## src/hw/rtl/hough_accumulator_2d_assert.svh

```systemverilog
// ----------------------------------------------------------------------------
// hough_accumulator_2d_assert
// Assertion macros shared by the accumulator modules.
// Both macros sample on clk_i and are disabled while rst_ni is low.
// ----------------------------------------------------------------------------
`ifndef HOUGH_ACCUMULATOR_2D_ASSERT_SVH
`define HOUGH_ACCUMULATOR_2D_ASSERT_SVH

// Consequent must hold in the same cycle as the antecedent.
`define HA_ASSERT_NOW(lbl, ante, cons, msg) \
  lbl: assert property (@(posedge clk_i) disable iff (!rst_ni) (ante) |-> (cons)) \
    else $error(msg);

// Consequent must hold in the cycle after the antecedent.
`define HA_ASSERT_NEXT(lbl, ante, cons, msg) \
  lbl: assert property (@(posedge clk_i) disable iff (!rst_ni) (ante) |=> (cons)) \
    else $error(msg);

`endif

```

## src/hw/rtl/hacc_pkg.sv

```systemverilog
// ----------------------------------------------------------------------------
// hacc_pkg
// Types, operation codes and fixed field widths of the Hough accumulator.
// ----------------------------------------------------------------------------
package hacc_pkg;

  localparam int FUNC_W    = 3;
  localparam int IDX_W     = 6;
  localparam int AMT_W     = 16;
  localparam int OUT_W     = 16;
  localparam int CFG_W     = 7;
  localparam int CFG_IDX_W = 1;

  // Operation codes carried by the func field.
  localparam logic [FUNC_W-1:0] FUNC_VOTE  = 3'd0;
  localparam logic [FUNC_W-1:0] FUNC_READ  = 3'd1;
  localparam logic [FUNC_W-1:0] FUNC_SUB   = 3'd2;
  localparam logic [FUNC_W-1:0] FUNC_MAX   = 3'd3;
  localparam logic [FUNC_W-1:0] FUNC_CLEAR = 3'd4;

  // Configuration register indexes.
  localparam logic [CFG_IDX_W-1:0] CFG_ROWS_USED = 1'b0;
  localparam logic [CFG_IDX_W-1:0] CFG_COLS_USED = 1'b1;

  localparam logic [CFG_W-1:0] CFG_DIM_RESET = 7'd64;

  typedef enum logic [2:0] {
    ST_CLEAR,
    ST_IDLE,
    ST_UPDATE,
    ST_READ,
    ST_SCAN,
    ST_DRAIN,
    ST_MAXRES
  } state_e;

  // Source of the memory read address.
  typedef enum logic [1:0] {
    RD_IN,
    RD_SCAN,
    RD_HELD
  } rd_src_e;

  typedef struct packed {
    logic    take;
    logic    scan_start;
    logic    scan_step;
    logic    upd_wr;
    logic    clr_start;
    logic    clr_wr;
    logic    load_rd;
    logic    load_max;
    rd_src_e rd_src;
  } cmd_t;

  typedef struct packed {
    logic clr_last;
    logic scan_last;
    logic out_free;
  } status_t;

endpackage

```

## src/hw/rtl/hacc_ctrl.sv

```systemverilog
// ----------------------------------------------------------------------------
// hacc_ctrl
// Sequencer of the accumulator: decodes each operation and steps the datapath.
// ----------------------------------------------------------------------------
`include "hough_accumulator_2d_assert.svh"

module hacc_ctrl import hacc_pkg::*; (
  input  logic              clk_i,
  input  logic              rst_ni,
  input  logic              in_valid_i,
  input  logic [FUNC_W-1:0] func_i,
  output logic              in_ready_o,
  input  status_t           status_i,
  output cmd_t              cmd_o
);

  state_e state_q, state_d;

  always_ff @(posedge clk_i or negedge rst_ni) begin
    if (!rst_ni) begin
      state_q <= ST_CLEAR;
    end else begin
      state_q <= state_d;
    end
  end

  always_comb begin
    state_d = state_q;
    case (state_q)
      ST_CLEAR: begin
        if (status_i.clr_last) state_d = ST_IDLE;
      end
      ST_IDLE: begin
        if (in_valid_i) begin
          case (func_i)
            FUNC_VOTE:  state_d = ST_UPDATE;
            FUNC_SUB:   state_d = ST_UPDATE;
            FUNC_READ:  state_d = ST_READ;
            FUNC_MAX:   state_d = ST_SCAN;
            FUNC_CLEAR: state_d = ST_CLEAR;
            default:    state_d = ST_IDLE;
          endcase
        end
      end
      ST_UPDATE: state_d = ST_IDLE;
      ST_READ: begin
        if (status_i.out_free) state_d = ST_IDLE;
      end
      ST_SCAN: begin
        if (status_i.scan_last) state_d = ST_DRAIN;
      end
      ST_DRAIN: state_d = ST_MAXRES;
      ST_MAXRES: begin
        if (status_i.out_free) state_d = ST_IDLE;
      end
      default: state_d = ST_IDLE;
    endcase
  end

  always_comb begin
    in_ready_o = (state_q == ST_IDLE);
    cmd_o      = '0;
    cmd_o.rd_src = RD_HELD;
    case (state_q)
      ST_CLEAR: cmd_o.clr_wr = 1'b1;
      ST_IDLE: begin
        cmd_o.rd_src = RD_IN;
        if (in_valid_i) begin
          cmd_o.take       = 1'b1;
          cmd_o.scan_start = (func_i == FUNC_MAX);
          cmd_o.clr_start  = (func_i == FUNC_CLEAR);
        end
      end
      ST_UPDATE: cmd_o.upd_wr = 1'b1;
      ST_READ:   cmd_o.load_rd = status_i.out_free;
      ST_SCAN: begin
        cmd_o.rd_src    = RD_SCAN;
        cmd_o.scan_step = 1'b1;
      end
      ST_MAXRES: cmd_o.load_max = status_i.out_free;
      default: cmd_o.rd_src = RD_HELD;
    endcase
  end

  `HA_ASSERT_NEXT(a_read_goes_read, in_valid_i && in_ready_o && func_i == FUNC_READ, state_q == ST_READ, "accepted read did not enter the read state")
  `HA_ASSERT_NEXT(a_scan_to_drain, state_q == ST_SCAN && status_i.scan_last, state_q == ST_DRAIN, "scan did not stop after its last cell")

endmodule

```

## config.mk

```make
export PLATFORM = sky130hd
export DESIGN_NAME = hacc_ctrl
export DESIGN_NICKNAME = d
export VERILOG_FILES = /design/src/hw/rtl/hacc_pkg.sv /design/src/hw/rtl/hacc_ctrl.sv
export VERILOG_INCLUDE_DIRS = /design/src /design/src/hw/rtl
export SDC_FILE = /design/constraint.sdc
export NUM_CORES = 1
export LEC_CHECK = 0
export CAP_MARGIN = 0
export CORE_AREA = 2 2 39 41
export CTS_BUF_LIST = sky130_fd_sc_hd__clkbuf_8
export CTS_CLUSTER_DIAMETER = 80
export DETAILED_ROUTE_END_ITERATION = 16
export DIE_AREA = 0 0 41 43
export DONT_BUFFER_PORTS = 1
export GPL_ROUTABILITY_DRIVEN = 1
export HOLD_SLACK_MARGIN = 0.08
export PLACE_DENSITY = 0.47
export SYNTH_ARGS = -nofsm -noshare
export SYNTH_HDL_FRONTEND = slang
export SYNTH_SLANG_ARGS = --single-unit
```

## constraint.sdc

```tcl
create_clock -name clk_i -period 3.5 [get_ports clk_i]
set_input_delay 0.35 -clock clk_i [delete_from_list [all_inputs] [get_ports clk_i]]
set_output_delay 0.35 -clock clk_i [all_outputs]
set_load 0.01 [all_outputs]
```

==> tab_implementation.tex <==
\begin{tabular}{lr}
\hline
Metric & Value \\
\hline
\multicolumn{2}{l}{\textbf{Floorplanning}} \\
Die Span X & 41 microns \\
Die Height & 43 microns \\
Number of rows in the core area & 14 \\
Total Die Area & 0.00176 sq mm \\
Area of the placeable core & 0.00138 sq mm \\
Initial Util & 0.218 \\
Top-level I/O count & 20 \\
\multicolumn{2}{l}{\textbf{Pwr}} \\
Total power after layout & 0.000317 W \\
VDD IR max & 0.000218 V \\
Power density over the cells & 914 mW/mm\^{}2 \\
Leakage & 0.154 nW \\
\multicolumn{2}{l}{\textbf{STA}} \\
Worst clock skew & 0.000595 ns \\
Worst Setup Slack, final & 1.51 ns \\
Share of the cycle needed by the critical path after routing & 0.568 \\
Worst slew margin relative to its limit & 0.628 \\
Post-layout min period & 1.99 ns \\
Final setup violation count & 0 \\
Total count of max-transition violations in the final report & 0 \\
Final number of hold-violating endpoints & 0 \\
Setup TNS Final & 0 ns \\
Fmax achieved & 503 MHz \\
Worst-Margin Slew & 0.550 ns \\
RSZ-0062 raised after global routing & false \\
\multicolumn{2}{l}{\textbf{CTS}} \\
CTS Sinks & 3 \\
Post-CTS Setup Repair Bufs & 0 \\
Cts repair resizes & 0 \\
Root buffer selected by CTS & sky130\_fd\_sc\_hd\_\_clkbuf\_8 \\
Clk Latency, worst-skew pair & 0.22 ns \\
Hold-fix buffers, CTS & 1 \\
CTS tree & yes \\
Clock transition time at the flip-flop clock pins of the worst setup and hold paths & 0.03 ns \\
CTS buffer count & 3 \\
H-Tree Depth & 1 \\
Maximum number of buffers from clock root to sink & 2 \\
\multicolumn{2}{l}{\textbf{Hold path}} \\
Type of the worst min-delay path & in -> reg \\
Startpoint of the tightest hold check path & in\_valid\_i \\
Sink of the worst hold path & state\_q[1]\$\_DFFE\_PN0P\_ \\
Hold depth & 2 \\
\multicolumn{2}{l}{\textbf{Critical path}} \\
Crit Reg-Reg Endpoint & state\_q[2]\$\_DFFE\_PN0P\_ \\
Critical path start-end classification & reg -> out \\
Critical path data arrival time & 1.64 ns \\
Worst-case reg-to-reg path depth & 3 \\
Category of the worst setup path launch point & flop \\
Register-to-register setup slack & 2.04 ns \\
Highest net fanout along the worst path & 11 \\
Critical path capture point type & output pin \\
Required time of the critical path & 3.15 ns \\
Startpoint of the worst-slack reg-to-reg timing path & state\_q[1]\$\_DFFE\_PN0P\_ \\
\multicolumn{2}{l}{\textbf{Job}} \\
Max capacitance violation total & 0 \\
\multicolumn{2}{l}{\textbf{GRT}} \\
Via count of the first global-routing pass & 245 \\
Maximum number of pins on one net before global-route repair & 12 \\
Wire length of the first global-routing pass & 1.01 mm \\
Overflow after GRT & 0 \\
Overall fraction of global-route tracks in use & 0.0945 \\
Antenna violations before repair & 0 \\
\multicolumn{2}{l}{\textbf{Synth}} \\
Portion of the post-synthesis area used by sequential elements & 0.249 \\
Number of different library cells in the post-synthesis netlist & 23 \\
Yosys warnings & 0 \\
Per-instance average area after synthesis & 8.87 sq um \\
Mapped Nets & 43 \\
Post-Synthesis Cells & 34 \\
FF+latch count, synth & 3 \\
Combined area of all synthesized cells & 302 sq um \\
\multicolumn{2}{l}{\textbf{Layout}} \\
Leading registers by flop count & state\_q x3 \\
Syn-to-layout area delta & 14.9\% \\
Flip-flop count of the largest register, all copies and words added & 3 \\
Fraction of final layout cells sized beyond drive strength 1 & 0.194 \\
Final net count & 46 \\
Register name with the most flops & state\_q \\
Diodes inserted & 0 \\
Final cell area excluding filler cells & 347 sq um \\
\multicolumn{2}{l}{\textbf{Drt}} \\
Mean number of vias per cell & 5.00 \\
Total routed wirelength & 712 microns \\
Number of design rule violations left after detail routing & 0 \\
Total via count after detailed routing & 260 \\
Number of DRC violations after detailed-routing iteration 0 & 5 \\
Residual antenna-violating net count after detailed routing & 0 \\
Drt wl/cell & 13.7 microns \\
First-pass iteration count of the detailed router & 3 \\
\multicolumn{2}{l}{\textbf{Placement}} \\
Setup slack at placement & 1.73 ns \\
Placer congestion estimate & 0.709 \\
Detailed placer's ending HPWL & 530 microns \\
DP Area & 292 sq um \\
Quantity of I/O buffers inserted on ports & 0 \\
\multicolumn{2}{l}{\textbf{Run status}} \\
Status & finished, final reports clean \\
\hline
\end{tabular}
-- synth_stat cells --
cell / n / area share
sky130_fd_sc_hd__nor2_1: 5 / 0.062
sky130_fd_sc_hd__dfrtp_1: 3 / 0.25
sky130_fd_sc_hd__a21o_1: 2 / 0.050
sky130_fd_sc_hd__buf_6: 2 / 0.075
sky130_fd_sc_hd__inv_1: 2 / 0.025
sky130_fd_sc_hd__nand2_1: 2 / 0.025
sky130_fd_sc_hd__nand2b_1: 2 / 0.041
sky130_fd_sc_hd__a21oi_1: 1 / 0.017
sky130_fd_sc_hd__a31oi_1: 1 / 0.021
sky130_fd_sc_hd__buf_4: 1 / 0.025
sky130_fd_sc_hd__mux2i_1: 1 / 0.033
sky130_fd_sc_hd__nand4b_1: 1 / 0.029
sky130_fd_sc_hd__nor3_1: 1 / 0.017
sky130_fd_sc_hd__nor3b_1: 1 / 0.025
sky130_fd_sc_hd__nor3b_2: 1 / 0.041
sky130_fd_sc_hd__nor4b_1: 1 / 0.029
sky130_fd_sc_hd__nor4bb_4: 1 / 0.083
sky130_fd_sc_hd__o21ai_0: 1 / 0.017
sky130_fd_sc_hd__o21bai_1: 1 / 0.025
sky130_fd_sc_hd__o221a_2: 1 / 0.037
sky130_fd_sc_hd__o22ai_1: 1 / 0.021
sky130_fd_sc_hd__or2b_1: 1 / 0.025
sky130_fd_sc_hd__or2b_2: 1 / 0.029
-- report_power, final --
part | switching (W) | internal [W]
Sequential | 0.0000400 | 0.0000495
Clock | 0.0000250 | 0.0000748
Combinational | 0.0000648 | 0.0000627
-- worst max-delay path by stage --
| stage | from | cells past startpoint | end | slack (ns) |
|---|---|---|---|---|
| after CTS | state_q[1]$_DFFE_PN0P_ | 2 | cmd_o[5] | 1.49 |
| after global placement | state_q[1]$_DFFE_PN0P_ | 2 | cmd_o[5] | 1.75 |
| after detailed placement | state_q[1]$_DFFE_PN0P_ | 2 | cmd_o[5] | 1.73 |
| after floorplan | state_q[2]$_DFFE_PN0P_ | 3 | cmd_o[5] | 1.86 |
| final | state_q[1]$_DFFE_PN0P_ | 2 | cmd_o[5] | 1.51 |
| after global routing | state_q[1]$_DFFE_PN0P_ | 2 | cmd_o[5] | 1.42 |
-- area by class of cell --
type,count,area [sq um]
inverters,2,7.51
multi-input cells,26,189
well taps,16,20.0
fillers,158,1040
clock buffers,3,41.3
repair buffers,1,10.0
flip-flops and latches,3,75.1
clock inverters,1,3.75
-- critical path, cell delays in order, from the launching register on --
cell	delay [ns]
sky130_fd_sc_hd__dfrtp_1	0.49
sky130_fd_sc_hd__nor4bb_4	0.42
sky130_fd_sc_hd__nor4b_1	0.50
-- kinds of logic (layout without fill, tap and decap cells) --
family                 after synthesis  after routing  synth area share
multiplexers                         1              1            0.0332
buffers and inverters                5              7             0.124
AND/OR/NAND/NOR                     17             17             0.407
AO/OA/AOI/OAI                        8              8             0.187
flip-flops                           3              3             0.249
-- layout by cell type (no fill, tap or decap), drive strengths merged --
master / n
nor4bb: 1
nor3: 1
nand2: 2
or2b: 2
mux2i: 1
o221a: 1
nand4b: 1
a31oi: 1
a21o: 2
o22ai: 1
dfrtp: 3
nor4b: 1
nor3b: 2
o21bai: 1
o21ai: 1
inv: 3
nor2: 5
nand2b: 2
clkbuf: 3
a21oi: 1
dlygate4sd3: 1
-- through the flow --
step / utilization / hold slack, ns / cells
floorplan: - / 0.0544 / 34
global placement: 0.211 / 0.0545 / 47
detailed placement: 0.211 / 0.0545 / 47
CTS: 0.250 / 0.351 / 52
global route: 0.250 / 0.366 / 52
finish: 0.250 / 0.352 / 52
-- layer usage --
| metal | vias to the layer above | global-route usage | wire length, microns |
|---|---|---|---|
| met5 | - | 0 | 0 |
| met4 | 0 | 0.100 | 28 |
| met3 | 2 | 0.0785 | 119 |
| met2 | 16 | 0.106 | 285 |
| met1 | 118 | 0.0968 | 278 |
| li1 | 124 | - | - |
No activity file was read; power rests on OpenSTA's default activity.
